[src/rtl/core/cdau_pkg.sv]
package cdau_pkg;

  typedef struct packed {
    logic [2:0]         mode;
    logic signed [15:0] amount;
  } req_t;

  typedef struct packed {
    logic [4:0]  day_now;
    logic [3:0]  month_now;
    logic [13:0] year_now;
    logic [1:0]  status;
  } rsp_t;

  localparam logic [2:0] MODE_SET_DAY   = 3'd0;
  localparam logic [2:0] MODE_SET_MONTH = 3'd1;
  localparam logic [2:0] MODE_SET_YEAR  = 3'd2;
  localparam logic [2:0] MODE_ADD_DAYS  = 3'd3;
  localparam logic [2:0] MODE_ADD_MONTH = 3'd4;
  localparam logic [2:0] MODE_ADD_YEARS = 3'd5;

  localparam logic [1:0] ST_OK     = 2'd0;
  localparam logic [1:0] ST_REJECT = 2'd1;
  localparam logic [1:0] ST_LOW    = 2'd2;
  localparam logic [1:0] ST_HIGH   = 2'd3;

  // y * LEAP_MUL mod 2^14 <= DIV25_LIM exactly when y is a multiple of 25
  localparam logic [15:0] LEAP_MUL  = 16'd7209;
  localparam logic [13:0] DIV25_LIM = 14'd655;
  // (t * DIV3_MUL) >> 17 is t / 3 for every 16-bit t
  localparam logic [15:0] DIV3_MUL  = 16'd43691;

  typedef enum logic [3:0] {
    S_IDLE,
    S_SET,
    S_YCAND,
    S_YCHK,
    S_ADDY,
    S_MTOT,
    S_MDIV,
    S_MSPLIT,
    S_DSTEP,
    S_LEAP,
    S_LEAPWB,
    S_CLAMP,
    S_FINISH
  } state_t;

  typedef struct packed {
    logic bound;
    logic days_fin;
    logic year_wrap;
    logic is_days;
    logic rsp_free;
  } flg_t;

  typedef struct packed {
    state_t state;
    logic   req_ready;
    logic   mul_div;
    logic   rsp_load;
  } ctl_t;

  function automatic logic [4:0] month_len(input logic [3:0] m, input logic leap);
    logic [4:0] r;
    unique case (m)
      4'd2: r = leap ? 5'd29 : 5'd28;
      4'd4, 4'd6, 4'd9, 4'd11: r = 5'd30;
      4'd1, 4'd3, 4'd5, 4'd7, 4'd8, 4'd10, 4'd12: r = 5'd31;
      default: r = 5'd0;
    endcase
    return r;
  endfunction

  // p is the low 14 bits of y * LEAP_MUL
  function automatic logic leap_of(input logic [13:0] y, input logic [13:0] p);
    return (y[1:0] == 2'b00) && ((p > DIV25_LIM) || (y[3:0] == 4'b0000));
  endfunction

endpackage

[src/rtl/core/cdau_mul.sv]
module cdau_mul (
  input  logic        clk,
  input  logic [15:0] a,
  input  logic        div,
  output logic [31:0] prod
);

  logic [15:0] b;

  assign b = div ? cdau_pkg::DIV3_MUL : cdau_pkg::LEAP_MUL;

  always_ff @(posedge clk) begin
    prod <= a * b;
  end

endmodule

[src/rtl/core/cdau_fsm.sv]
module cdau_fsm (
  input  logic           clk,
  input  logic           rst,
  input  logic           req_valid,
  input  logic [2:0]     req_mode,
  input  cdau_pkg::flg_t flg,
  output cdau_pkg::ctl_t ctl
);

  cdau_pkg::state_t state, state_next;

  always_ff @(posedge clk) begin
    if (rst) begin
      state <= cdau_pkg::S_IDLE;
    end else begin
      state <= state_next;
    end
  end

  always_comb begin
    state_next = state;
    unique case (state)
      cdau_pkg::S_IDLE: begin
        if (req_valid) begin
          unique case (req_mode)
            cdau_pkg::MODE_SET_YEAR:  state_next = cdau_pkg::S_YCAND;
            cdau_pkg::MODE_ADD_DAYS:  state_next = cdau_pkg::S_DSTEP;
            cdau_pkg::MODE_ADD_MONTH: state_next = cdau_pkg::S_MTOT;
            cdau_pkg::MODE_ADD_YEARS: state_next = cdau_pkg::S_ADDY;
            default:                  state_next = cdau_pkg::S_SET;
          endcase
        end
      end
      cdau_pkg::S_SET:   state_next = cdau_pkg::S_FINISH;
      cdau_pkg::S_YCAND: state_next = cdau_pkg::S_YCHK;
      cdau_pkg::S_YCHK:  state_next = cdau_pkg::S_FINISH;
      cdau_pkg::S_ADDY:  state_next = flg.bound ? cdau_pkg::S_FINISH : cdau_pkg::S_LEAP;
      cdau_pkg::S_MTOT:  state_next = flg.bound ? cdau_pkg::S_FINISH : cdau_pkg::S_MDIV;
      cdau_pkg::S_MDIV:  state_next = cdau_pkg::S_MSPLIT;
      cdau_pkg::S_MSPLIT: state_next = flg.bound ? cdau_pkg::S_FINISH : cdau_pkg::S_LEAP;
      cdau_pkg::S_DSTEP: begin
        priority if (flg.days_fin) begin
          state_next = cdau_pkg::S_FINISH;
        end else if (flg.year_wrap) begin
          state_next = cdau_pkg::S_LEAP;
        end else begin
          state_next = cdau_pkg::S_DSTEP;
        end
      end
      cdau_pkg::S_LEAP:   state_next = cdau_pkg::S_LEAPWB;
      cdau_pkg::S_LEAPWB: state_next = flg.is_days ? cdau_pkg::S_DSTEP : cdau_pkg::S_CLAMP;
      cdau_pkg::S_CLAMP:  state_next = cdau_pkg::S_FINISH;
      cdau_pkg::S_FINISH: begin
        if (flg.rsp_free) begin
          state_next = cdau_pkg::S_IDLE;
        end
      end
      default: state_next = cdau_pkg::S_IDLE;
    endcase
  end

  always_comb begin
    ctl.state     = state;
    ctl.req_ready = (state == cdau_pkg::S_IDLE);
    ctl.mul_div   = (state == cdau_pkg::S_MDIV);
    ctl.rsp_load  = (state == cdau_pkg::S_FINISH) && flg.rsp_free;
  end

endmodule

[src/rtl/core/calendar_date_adjust_unit.sv]
// Channel  Handshake               Payload  Word
// request  req_valid / req_ready   req      mode, amount
// response rsp_valid / rsp_ready   rsp      day_now, month_now, year_now, status
//
// One request at a time; req_ready is high only while the unit is idle.
// Set day and month run S_SET, set year S_YCAND and S_YCHK; add years runs
// S_ADDY, add months S_MTOT, S_MDIV, S_MSPLIT, both then S_LEAP, S_LEAPWB,
// S_CLAMP; an add that clamps or saturates ends sooner. Add days steps one month
// per cycle, leaving the loop at each year crossed for the leap recompute on the shared multiplier.
// A finished result waits in the response register; the unit takes the next
// request while it waits, and stalls its next result until the slot frees.
// Reset (rst, synchronous) sets the date to 1.1.1 and empties the response.
module calendar_date_adjust_unit #(
  parameter int MAX_YEAR = 9999
) (
  input  logic           clk,
  input  logic           rst,
  input  logic           req_valid,
  output logic           req_ready,
  input  cdau_pkg::req_t req,
  output logic           rsp_valid,
  input  logic           rsp_ready,
  output cdau_pkg::rsp_t rsp
);

  localparam logic [13:0] MaxYr   = 14'(MAX_YEAR);
  localparam logic        MaxLeap = ((MAX_YEAR % 4 == 0) && (MAX_YEAR % 100 != 0))
                                    || (MAX_YEAR % 400 == 0);

  cdau_pkg::ctl_t ctl;
  cdau_pkg::flg_t flg;

  logic [4:0]  day, day_next;
  logic [3:0]  month, month_next;
  logic [13:0] year, year_next;
  logic        leap, leap_next;
  logic [2:0]  mode_r, mode_r_next;
  logic signed [15:0] amt_r, amt_r_next;
  logic [15:0] n_cnt, n_cnt_next;
  logic        neg, neg_next;
  logic signed [18:0] total, total_next;
  logic [1:0]  st, st_next;

  logic [15:0] mul_a;
  logic [31:0] prod;
  logic [4:0]  len_cur;
  logic [4:0]  rem;
  logic [18:0] year_x12;
  logic signed [18:0] total_c;
  logic signed [16:0] ny;
  logic [14:0] q;
  logic [17:0] q12;
  logic [17:0] mrem;
  logic        go_low, go_high;
  logic        ok;

  cdau_fsm u_fsm (
    .clk       (clk),
    .rst       (rst),
    .req_valid (req_valid),
    .req_mode  (req.mode),
    .flg       (flg),
    .ctl       (ctl)
  );

  always_comb begin
    unique case (ctl.state)
      cdau_pkg::S_YCAND: mul_a = amt_r;
      cdau_pkg::S_MDIV:  mul_a = total[17:2];
      default:           mul_a = {2'b00, year};
    endcase
  end

  cdau_mul u_mul (
    .clk  (clk),
    .a    (mul_a),
    .div  (ctl.mul_div),
    .prod (prod)
  );

  assign req_ready = ctl.req_ready;

  assign len_cur  = cdau_pkg::month_len(month, leap);
  assign rem      = len_cur - day;
  assign year_x12 = ({5'b0, year} << 3) + ({5'b0, year} << 2);
  assign total_c  = $signed(year_x12) + $signed({15'b0, month}) - 19'sd1
                    + $signed({{3{amt_r[15]}}, amt_r});
  assign ny       = $signed({3'b000, year}) + $signed({amt_r[15], amt_r});
  assign q        = prod[31:17];
  assign q12      = ({3'b000, q} << 3) + ({3'b000, q} << 2);
  assign mrem     = total[17:0] - q12;

  always_comb begin
    day_next    = day;
    month_next  = month;
    year_next   = year;
    leap_next   = leap;
    mode_r_next = mode_r;
    amt_r_next  = amt_r;
    n_cnt_next  = n_cnt;
    neg_next    = neg;
    total_next  = total;
    st_next     = st;
    go_low      = 1'b0;
    go_high     = 1'b0;
    ok          = 1'b0;
    flg.days_fin  = 1'b0;
    flg.year_wrap = 1'b0;
    flg.is_days   = (mode_r == cdau_pkg::MODE_ADD_DAYS);
    flg.rsp_free  = !rsp_valid || rsp_ready;

    unique case (ctl.state)
      cdau_pkg::S_IDLE: begin
        if (req_valid) begin
          mode_r_next = req.mode;
          amt_r_next  = req.amount;
          neg_next    = req.amount[15];
          n_cnt_next  = req.amount[15] ? (~req.amount + 16'd1) : req.amount;
          st_next     = cdau_pkg::ST_OK;
        end
      end
      cdau_pkg::S_SET: begin
        if (mode_r == cdau_pkg::MODE_SET_DAY) begin
          ok = !amt_r[15] && (amt_r[14:5] == 10'd0) && (amt_r[4:0] != 5'd0)
               && (amt_r[4:0] <= len_cur);
          if (ok) day_next = amt_r[4:0];
          else    st_next  = cdau_pkg::ST_REJECT;
        end else if (mode_r == cdau_pkg::MODE_SET_MONTH) begin
          ok = !amt_r[15] && (amt_r[14:4] == 11'd0) && (amt_r[3:0] != 4'd0)
               && (amt_r[3:0] <= 4'd12)
               && (day <= cdau_pkg::month_len(amt_r[3:0], leap));
          if (ok) month_next = amt_r[3:0];
          else    st_next    = cdau_pkg::ST_REJECT;
        end
      end
      cdau_pkg::S_YCHK: begin
        ok = !amt_r[15] && (amt_r != 16'sd0) && (amt_r[14:0] <= {1'b0, MaxYr})
             && (day <= cdau_pkg::month_len(month,
                          cdau_pkg::leap_of(amt_r[13:0], prod[13:0])));
        if (ok) begin
          year_next = amt_r[13:0];
          leap_next = cdau_pkg::leap_of(amt_r[13:0], prod[13:0]);
        end else begin
          st_next = cdau_pkg::ST_REJECT;
        end
      end
      cdau_pkg::S_ADDY: begin
        priority if (ny[16] || (ny == 17'sd0)) begin
          go_low = 1'b1;
        end else if (ny > $signed({3'b000, MaxYr})) begin
          go_high = 1'b1;
        end else begin
          year_next = ny[13:0];
        end
      end
      cdau_pkg::S_MTOT: begin
        total_next = total_c;
        if (total_c < 19'sd12) go_low = 1'b1;
      end
      cdau_pkg::S_MSPLIT: begin
        if (q > {1'b0, MaxYr}) begin
          go_high = 1'b1;
        end else begin
          year_next  = q[13:0];
          month_next = mrem[3:0] + 4'd1;
        end
      end
      cdau_pkg::S_DSTEP: begin
        if (!neg) begin
          if (n_cnt <= {11'b0, rem}) begin
            day_next     = day + n_cnt[4:0];
            flg.days_fin = 1'b1;
          end else begin
            n_cnt_next = n_cnt - ({11'b0, rem} + 16'd1);
            day_next   = 5'd1;
            if (month == 4'd12) begin
              month_next = 4'd1;
              if (year >= MaxYr) begin
                go_high      = 1'b1;
                flg.days_fin = 1'b1;
              end else begin
                year_next     = year + 14'd1;
                flg.year_wrap = 1'b1;
              end
            end else begin
              month_next = month + 4'd1;
            end
          end
        end else begin
          if (n_cnt < {11'b0, day}) begin
            day_next     = day - n_cnt[4:0];
            flg.days_fin = 1'b1;
          end else begin
            n_cnt_next = n_cnt - {11'b0, day};
            if (month == 4'd1) begin
              if (year <= 14'd1) begin
                go_low       = 1'b1;
                flg.days_fin = 1'b1;
              end else begin
                // December is 31 days whatever the year
                year_next     = year - 14'd1;
                month_next    = 4'd12;
                day_next      = 5'd31;
                flg.year_wrap = 1'b1;
              end
            end else begin
              month_next = month - 4'd1;
              day_next   = cdau_pkg::month_len(month - 4'd1, leap);
            end
          end
        end
      end
      cdau_pkg::S_LEAPWB: begin
        leap_next = cdau_pkg::leap_of(year, prod[13:0]);
      end
      cdau_pkg::S_CLAMP: begin
        if (day > len_cur) day_next = len_cur;
      end
      default: begin
      end
    endcase

    flg.bound = go_low || go_high;

    if (go_low) begin
      day_next   = 5'd1;
      month_next = 4'd1;
      year_next  = 14'd1;
      leap_next  = 1'b0;
      st_next    = cdau_pkg::ST_LOW;
    end else if (go_high) begin
      day_next   = 5'd31;
      month_next = 4'd12;
      year_next  = MaxYr;
      leap_next  = MaxLeap;
      st_next    = cdau_pkg::ST_HIGH;
    end
  end

  always_ff @(posedge clk) begin
    if (rst) begin
      day   <= 5'd1;
      month <= 4'd1;
      year  <= 14'd1;
      leap  <= 1'b0;
    end else begin
      day   <= day_next;
      month <= month_next;
      year  <= year_next;
      leap  <= leap_next;
    end
  end

  always_ff @(posedge clk) begin
    mode_r <= mode_r_next;
    amt_r  <= amt_r_next;
    n_cnt  <= n_cnt_next;
    neg    <= neg_next;
    total  <= total_next;
    st     <= st_next;
  end

  always_ff @(posedge clk) begin
    if (rst) begin
      rsp_valid <= 1'b0;
    end else if (ctl.rsp_load) begin
      rsp_valid <= 1'b1;
    end else if (rsp_ready) begin
      rsp_valid <= 1'b0;
    end
  end

  always_ff @(posedge clk) begin
    if (ctl.rsp_load) begin
      rsp.day_now   <= day;
      rsp.month_now <= month;
      rsp.year_now  <= year;
      rsp.status    <= st;
    end
  end

endmodule

[config.mk]
export PLATFORM = sky130hd
export DESIGN_NAME = calendar_date_adjust_unit
export DESIGN_NICKNAME = d
export VERILOG_FILES = /design/src/rtl/core/cdau_pkg.sv /design/src/rtl/core/cdau_mul.sv /design/src/rtl/core/cdau_fsm.sv /design/src/rtl/core/calendar_date_adjust_unit.sv
export SDC_FILE = /design/constraint.sdc
export NUM_CORES = 1
export LEC_CHECK = 0
export BUFFER_PORTS_ARGS = -buffer_cell sky130_fd_sc_hd__buf_4
export CAP_MARGIN = 20
export CORE_MARGIN = 4
export CORE_UTILIZATION = 50
export CTS_CLUSTER_DIAMETER = 150
export DETAILED_ROUTE_END_ITERATION = 16
export GPL_TIMING_DRIVEN = 0
export HOLD_SLACK_MARGIN = 0.15
export PLACE_DENSITY = 0.8
export SYNTH_ARGS = -nofsm -noshare
export SYNTH_HDL_FRONTEND = slang
export SYNTH_SLANG_ARGS = --single-unit
[constraint.sdc]
create_clock -name clk -period 6.8 [get_ports clk]
set_input_delay 0 -clock clk [delete_from_list [all_inputs] [get_ports clk]]
set_output_delay 0 -clock clk [all_outputs]
set_load 0.05 [all_outputs]
== Word-level counts from Yosys, hierarchy flattened ==
Cells that the tools add are included.
Storage, ports and cells
  bits of input ports: 23
  word-level logic and storage cells: 322
  register bits: 142
Operators by class
  multiply operators: 1
  magnitude comparators: 14
  reductions and logical operators: 66
  bitwise logic cells: 1
  add/subtract/negate cells: 19
  equal/unequal tests: 101
  muxes and demuxes: 99
Operators with widths (number)
  two-way mux 14 bit: 12
  two-way mux 16 bit: 6
  == test 4 bit (second input constant): 20
  case mux 5 bit (3 select lines): 5
  two-way mux 5 bit: 13
  == test 4 x 3 -> 1 bit (second input constant): 16
  case mux 16 bit (2 select lines): 2
  two-way mux 4 bit: 15
  != test 3 bit (second input constant): 20
  case mux 14 bit (4 select lines): 1
  != test 4 bit (second input constant): 10
  case mux 4 bit (10 select lines): 1
  == test 4 x 2 -> 1 bit (second input constant): 8
  multiplier 16 x 16 -> 32 bit: 1
  two-way mux 1 bit: 26
  != test 2 bit (second input constant): 12
  two-way mux 2 bit: 11
  AND reduction 11 bit: 2
  OR reduction 7 bit: 3
  nonzero test 4 bit: 5
  adder 18 x 4 -> 19 bit: 1
  adder 19 x 16 -> 19 bit: 1
  less-than comparator 19 x 5 -> 1 bit (second input constant): 1
  subtractor 19 x 2 -> 19 bit (second input constant): 1
  61 further kinds: 108

== Depth between registers and ports, before layout ==
  depth in word-level cells: 13
  depth in mapped cells: 30
  mapped depth without buffers: 28

== Cells and area by module ==
Synthesis repeated with hierarchy kept, for this count alone.
Unflattened totals
  cells, all modules: 1904
  area total of the unflattened synthesis: 17564.3 um^2
By module, submodules not included
  calendar_date_adjust_unit: cells an instance 1168, seq. area each 2882.8 um^2, area an instance 10487.6 um^2, times used 1
  cdau_mul: cells an instance 687, seq. area each 640.6 um^2, area an instance 6683.9 um^2, times used 1
  cdau_fsm: cells an instance 49, seq. area each 80.1 um^2, area an instance 392.9 um^2, times used 1

== Worst setup path after synthesis ==
Ideal clock, no wire load.
  kind: register to register
  from: register u_fsm.state[0]
  to: register u_mul.prod[31]
  period minus slack after synthesis: 6.897 ns
  library setup time: 0.072 ns
  setup slack: -0.097 ns
  path buffers: 3
  data arrival time: 6.825 ns
  cell stages (with the launch flop): 30
  path through: dfxtp_1 clkbuf_1 nor2b_1 nand2b_1 clkbuf_1 clkbuf_1 nand2_1 o21ai_0 nand2_1 fa_1 inv_1 fa_1 inv_1 fa_1 fa_1 inv_1 fa_1 inv_1 fa_1 inv_1 ha_1 a211oi_1 nand2_1 o21ai_0 a21oi_1 o31a_1 o41ai_1 o21bai_1 a21oi_1 xnor2_1
On the way
  word-level cells in the longest chain between the ends: 3
  elaborated cells on any way between the ends: 5
  classes of those cells: mul (1); eq/ne (2); mux (2)
RTL lines
  start, declared: RTL line cdau_fsm.sv:10  | cdau_pkg::state_t state, state_next;
  start signal, assigned: RTL line cdau_fsm.sv:14  | state <= cdau_pkg::S_IDLE;
  start signal, assigned: RTL line cdau_fsm.sv:16  | state <= state_next;
  == test 4 x 3 -> 1 bit or == test 4 x 2 -> 1 bit (tied branches): RTL line cdau_fsm.sv:65, calendar_date_adjust_unit.sv:67
  case mux 16 bit (2 select lines) or two-way mux 16 bit (tied branches): RTL line calendar_date_adjust_unit.sv:67, cdau_mul.sv:10
  multiplier 16 x 16 -> 32 bit *: RTL line cdau_mul.sv:13  | prod <= a * b;
  end signal, assigned: RTL line cdau_mul.sv:13
  end, declared: RTL line cdau_mul.sv:5  | output logic [31:0] prod
Mark *: on every way between the ends. The rest lies on a longest branch, timed or not.
A chain may end at the register's enable or synchronous reset.

== Worst setup path in the final report ==
  from: register u_fsm.state[1]
  to: register u_mul.prod[31]
Same word-level chain as after synthesis.

==> out/qor.yml <==
tightest_slew_ns: 1.24
multiInputGateArea_mm2: 0.0125
worstSetupPathType: "register to register"
worstPathMaxFanout: 10
min_period_ns: 6.64
crit_family: "adder cells"
clk_latency_ns: 0.44
setup_viol_count_final: 0
grt_pass1_vias: 14800
seqCellArea_mm2: 0.00347
core_mm2: 0.0334
dieWidth_um: 192
syn_avg_cell_area_um2: 9.14
grt-ovfl-total: 0
drc_errors: 0
vias: 14800
postRouteAntennaNets: 0
grt_usage: 0.279
async_flop_share: 0
holdPathStages: 2
antenna_found_initial: 0
port_buffers: 48
layout.nets: 2410
critPathRequiredTime_ns: 7.16
drive_above_1_share: 0.124
start_util: 0.505
cp.buffers_inverters: 7
drt_iter0_markers: 1697
syn_inst: 1849
synth_nets: 2274
clock-sinks: 134
cts_tree: "built"
clock-root-buffer: "clkbuf_16"
cts.path.max_buffers: 2
reg2reg_depth: 27
synth_common_cells: "inv_1 (307), ha_1 (264), fa_1 (138)"
arrival_ns: 7.00
rsz0062_at_grt: "true"
antennaDiodeCount: 0
vias_per_cell: 6.05
nFillCells: 2763
syn_area_mm2: 0.0169
finalHoldViolations: 0
slew_headroom: 0.169
yosys-top-cells-area: "ha_1 (20%), fa_1 (16%), edfxtp_1 (14%)"
die_area_mm2: 0.0368
gp_congestion: 1.03
yosysMostFrequentCell: "inv_1"
synth_top_cell_by_area: "ha_1"
cts_made_buffers: 17
clock.fmax_ghz: 0.151
cp-start-kind: "register"
grt_busiest_layer: "met2"
drtPass1Iterations: 7
cp_slowest_cell: "fa_1"
grt_max_degree: 22
synth_flop_cell: "edfxtp_1"
setup_tns_ns: 0
hold_path_class: "input port to register"
post-route-period-util: 0.977
dp_hpwl_mm: 40.5
die_y_um: 192
synth.top_cell.area_share: 0.195
cp-end-kind: "register"
synth_seq_cells: 134
grt_util_met2: 0.450
drt_wl_total_mm: 52.2
status: "finished clean"
ioPinCount: 50
grtUsageMet3: 0.0631
ys_types: 79
yosysSeqAreaShare: 0.205
cpPeakStageDelay_ns: 0.54
grt_pass1_wl_mm: 79.9
routedWlPerCell_um: 21.3
gr-usage-met1: 0.362
drv_slew: 0
clk_pin_slew_worst_paths_ns: 0.06
yosys_warnings: 0
synth_edf_count: 78
skew_ns: 0.0134
rows: 67
htreeDepth: 4
drv_cap: 0
path_depth: 27
syn_to_final_growth_pct: 16.1
path_common_cell: "fa_1"
state kept, by name, summed over array words and instances (netlist names):
name	cells
rsp	25
u_mul.prod	25
total	18
amt_r	16
n_cnt	16
year	14
day	5
month	4
u_fsm.state	4
mode_r	3
st	2
leap	1
rsp_valid	1
final timing paths:
| kind | from | end | slack (ns) |
|---|---|---|---|
| worst max-delay path | u_fsm.state[1] | u_mul.prod[31] | 0.16 |
| worst min-delay path | req[14] | amt_r[14] | 0.31 |
| worst max register to register | u_fsm.state[1] | u_mul.prod[31] | 0.16 |
| worst min register to register | st[1] | rsp[1] | 0.43 |
metal layers:
layer	wire [um]	vias up
li1	-	6696
met1	20700	7099
met2	23800	811
met3	5210	196
met4	2480	0
met5	0	-
timing repair:
| action | in CTS | in global routing |
|---|---|---|
| hold buffers | 23 | 0 |
| pin swaps | 8 | 22 |
| endpoints found under the setup margin | 15 | 28 |
| hold endpoints to repair | 39 | 0 |
| setup buffers | 20 | 29 |
| resized for setup | 87 | 71 |
metrics by stage:
| stage | worst slack, ns | std cells | cell area [um^2] | util | hold WS [ns] |
|---|---|---|---|---|---|
| after global placement | -1.57 | 2345 | 17800 | 0.533 | 0.204 |
| final | 0.159 | 2446 | 19600 | 0.587 | 0.315 |
| after detailed placement | -1.72 | 2351 | 17900 | 0.535 | 0.206 |
| after CTS | -0.00180 | 2421 | 19200 | 0.573 | 0.299 |
| after floorplan | 0.00536 | 1849 | 16900 | - | 0.0989 |
| after global routing | -0.0819 | 2446 | 19600 | 0.587 | 0.314 |
cells by family (layout without fill, tap and decap cells):
logic type,count (synthesis),after routing,share of synthesized area
DFF,134,134,0.205
AOI/OAI and AO/OA,415,415,0.163
buffers and inverters,360,509,0.0809
xor gates and xnor gates,97,97,0.0503
and+or+nand+nor,406,406,0.122
adders and majority gates,402,402,0.359
muxes,35,35,0.0207
cell usage in the layout, fill, tap and decap left out, types with 9 or more instances in the layout:
master         netlist  final
o21a_1              10     10
nor2b_1             23     21
nand4_1             10     10
clkbuf_1            37     18
mux2i_1             35     33
xnor2_1             76     76
a21oi_1            117    107
o21ai_0             82     70
nand2_1            102     97
or4_1                9      9
nand2b_1            19     17
clkbuf_16            0     17
a222oi_1            10     10
buf_4                1    104
o211ai_1            20     20
nor2_1             101     96
a211oi_1            13     12
a21oi_2              1      9
fa_1               138    136
dlygate4sd3_1        0     23
o31ai_1             10     10
and3_1              21     13
nand3_1             27     26
dfxtp_1             56     51
or3_1                9      9
xor2_1              21     21
ha_1               264    255
and2_1              13     12
nor4_1              17     16
a31oi_1             14     13
nor3_1              28     28
o21bai_1            16     16
a21o_1              36     36
inv_1              307    307
edfxtp_1            78     78
worst register-to-register path: stages (launching register included):
cell and delay, ns:
dfxtp_4 0.37, buf_8 0.11, nor2b_4 0.16, nand2b_4 0.09
clkbuf_8 0.19, nor3b_2 0.24, a21oi_2 0.10, fa_1 0.54
inv_1 0.05, fa_1 0.51, inv_1 0.07, fa_1 0.45
fa_1 0.52, inv_1 0.06, fa_1 0.52, inv_1 0.05
fa_1 0.54, inv_1 0.05, ha_2 0.24, a211oi_2 0.23
nand2_1 0.12, o21ai_4 0.23, a21oi_4 0.09, o31a_1 0.35
o41ai_4 0.27, o21bai_1 0.12, a21oi_1 0.16, xnor2_1 0.14
final cells by class:
class,count,share of cell area
clock inverters,13,0.00892
flip-flops and latches,134,0.177
plain buffers,42,0.0137
inverters,309,0.0593
clock buffers,19,0.0221
well taps,448,0.0286
repair buffers,126,0.0521
multi-input cells,1355,0.638
Power is not shown: default switching activity piles up to over one toggle a cycle in this logic, so the estimate is an artifact.
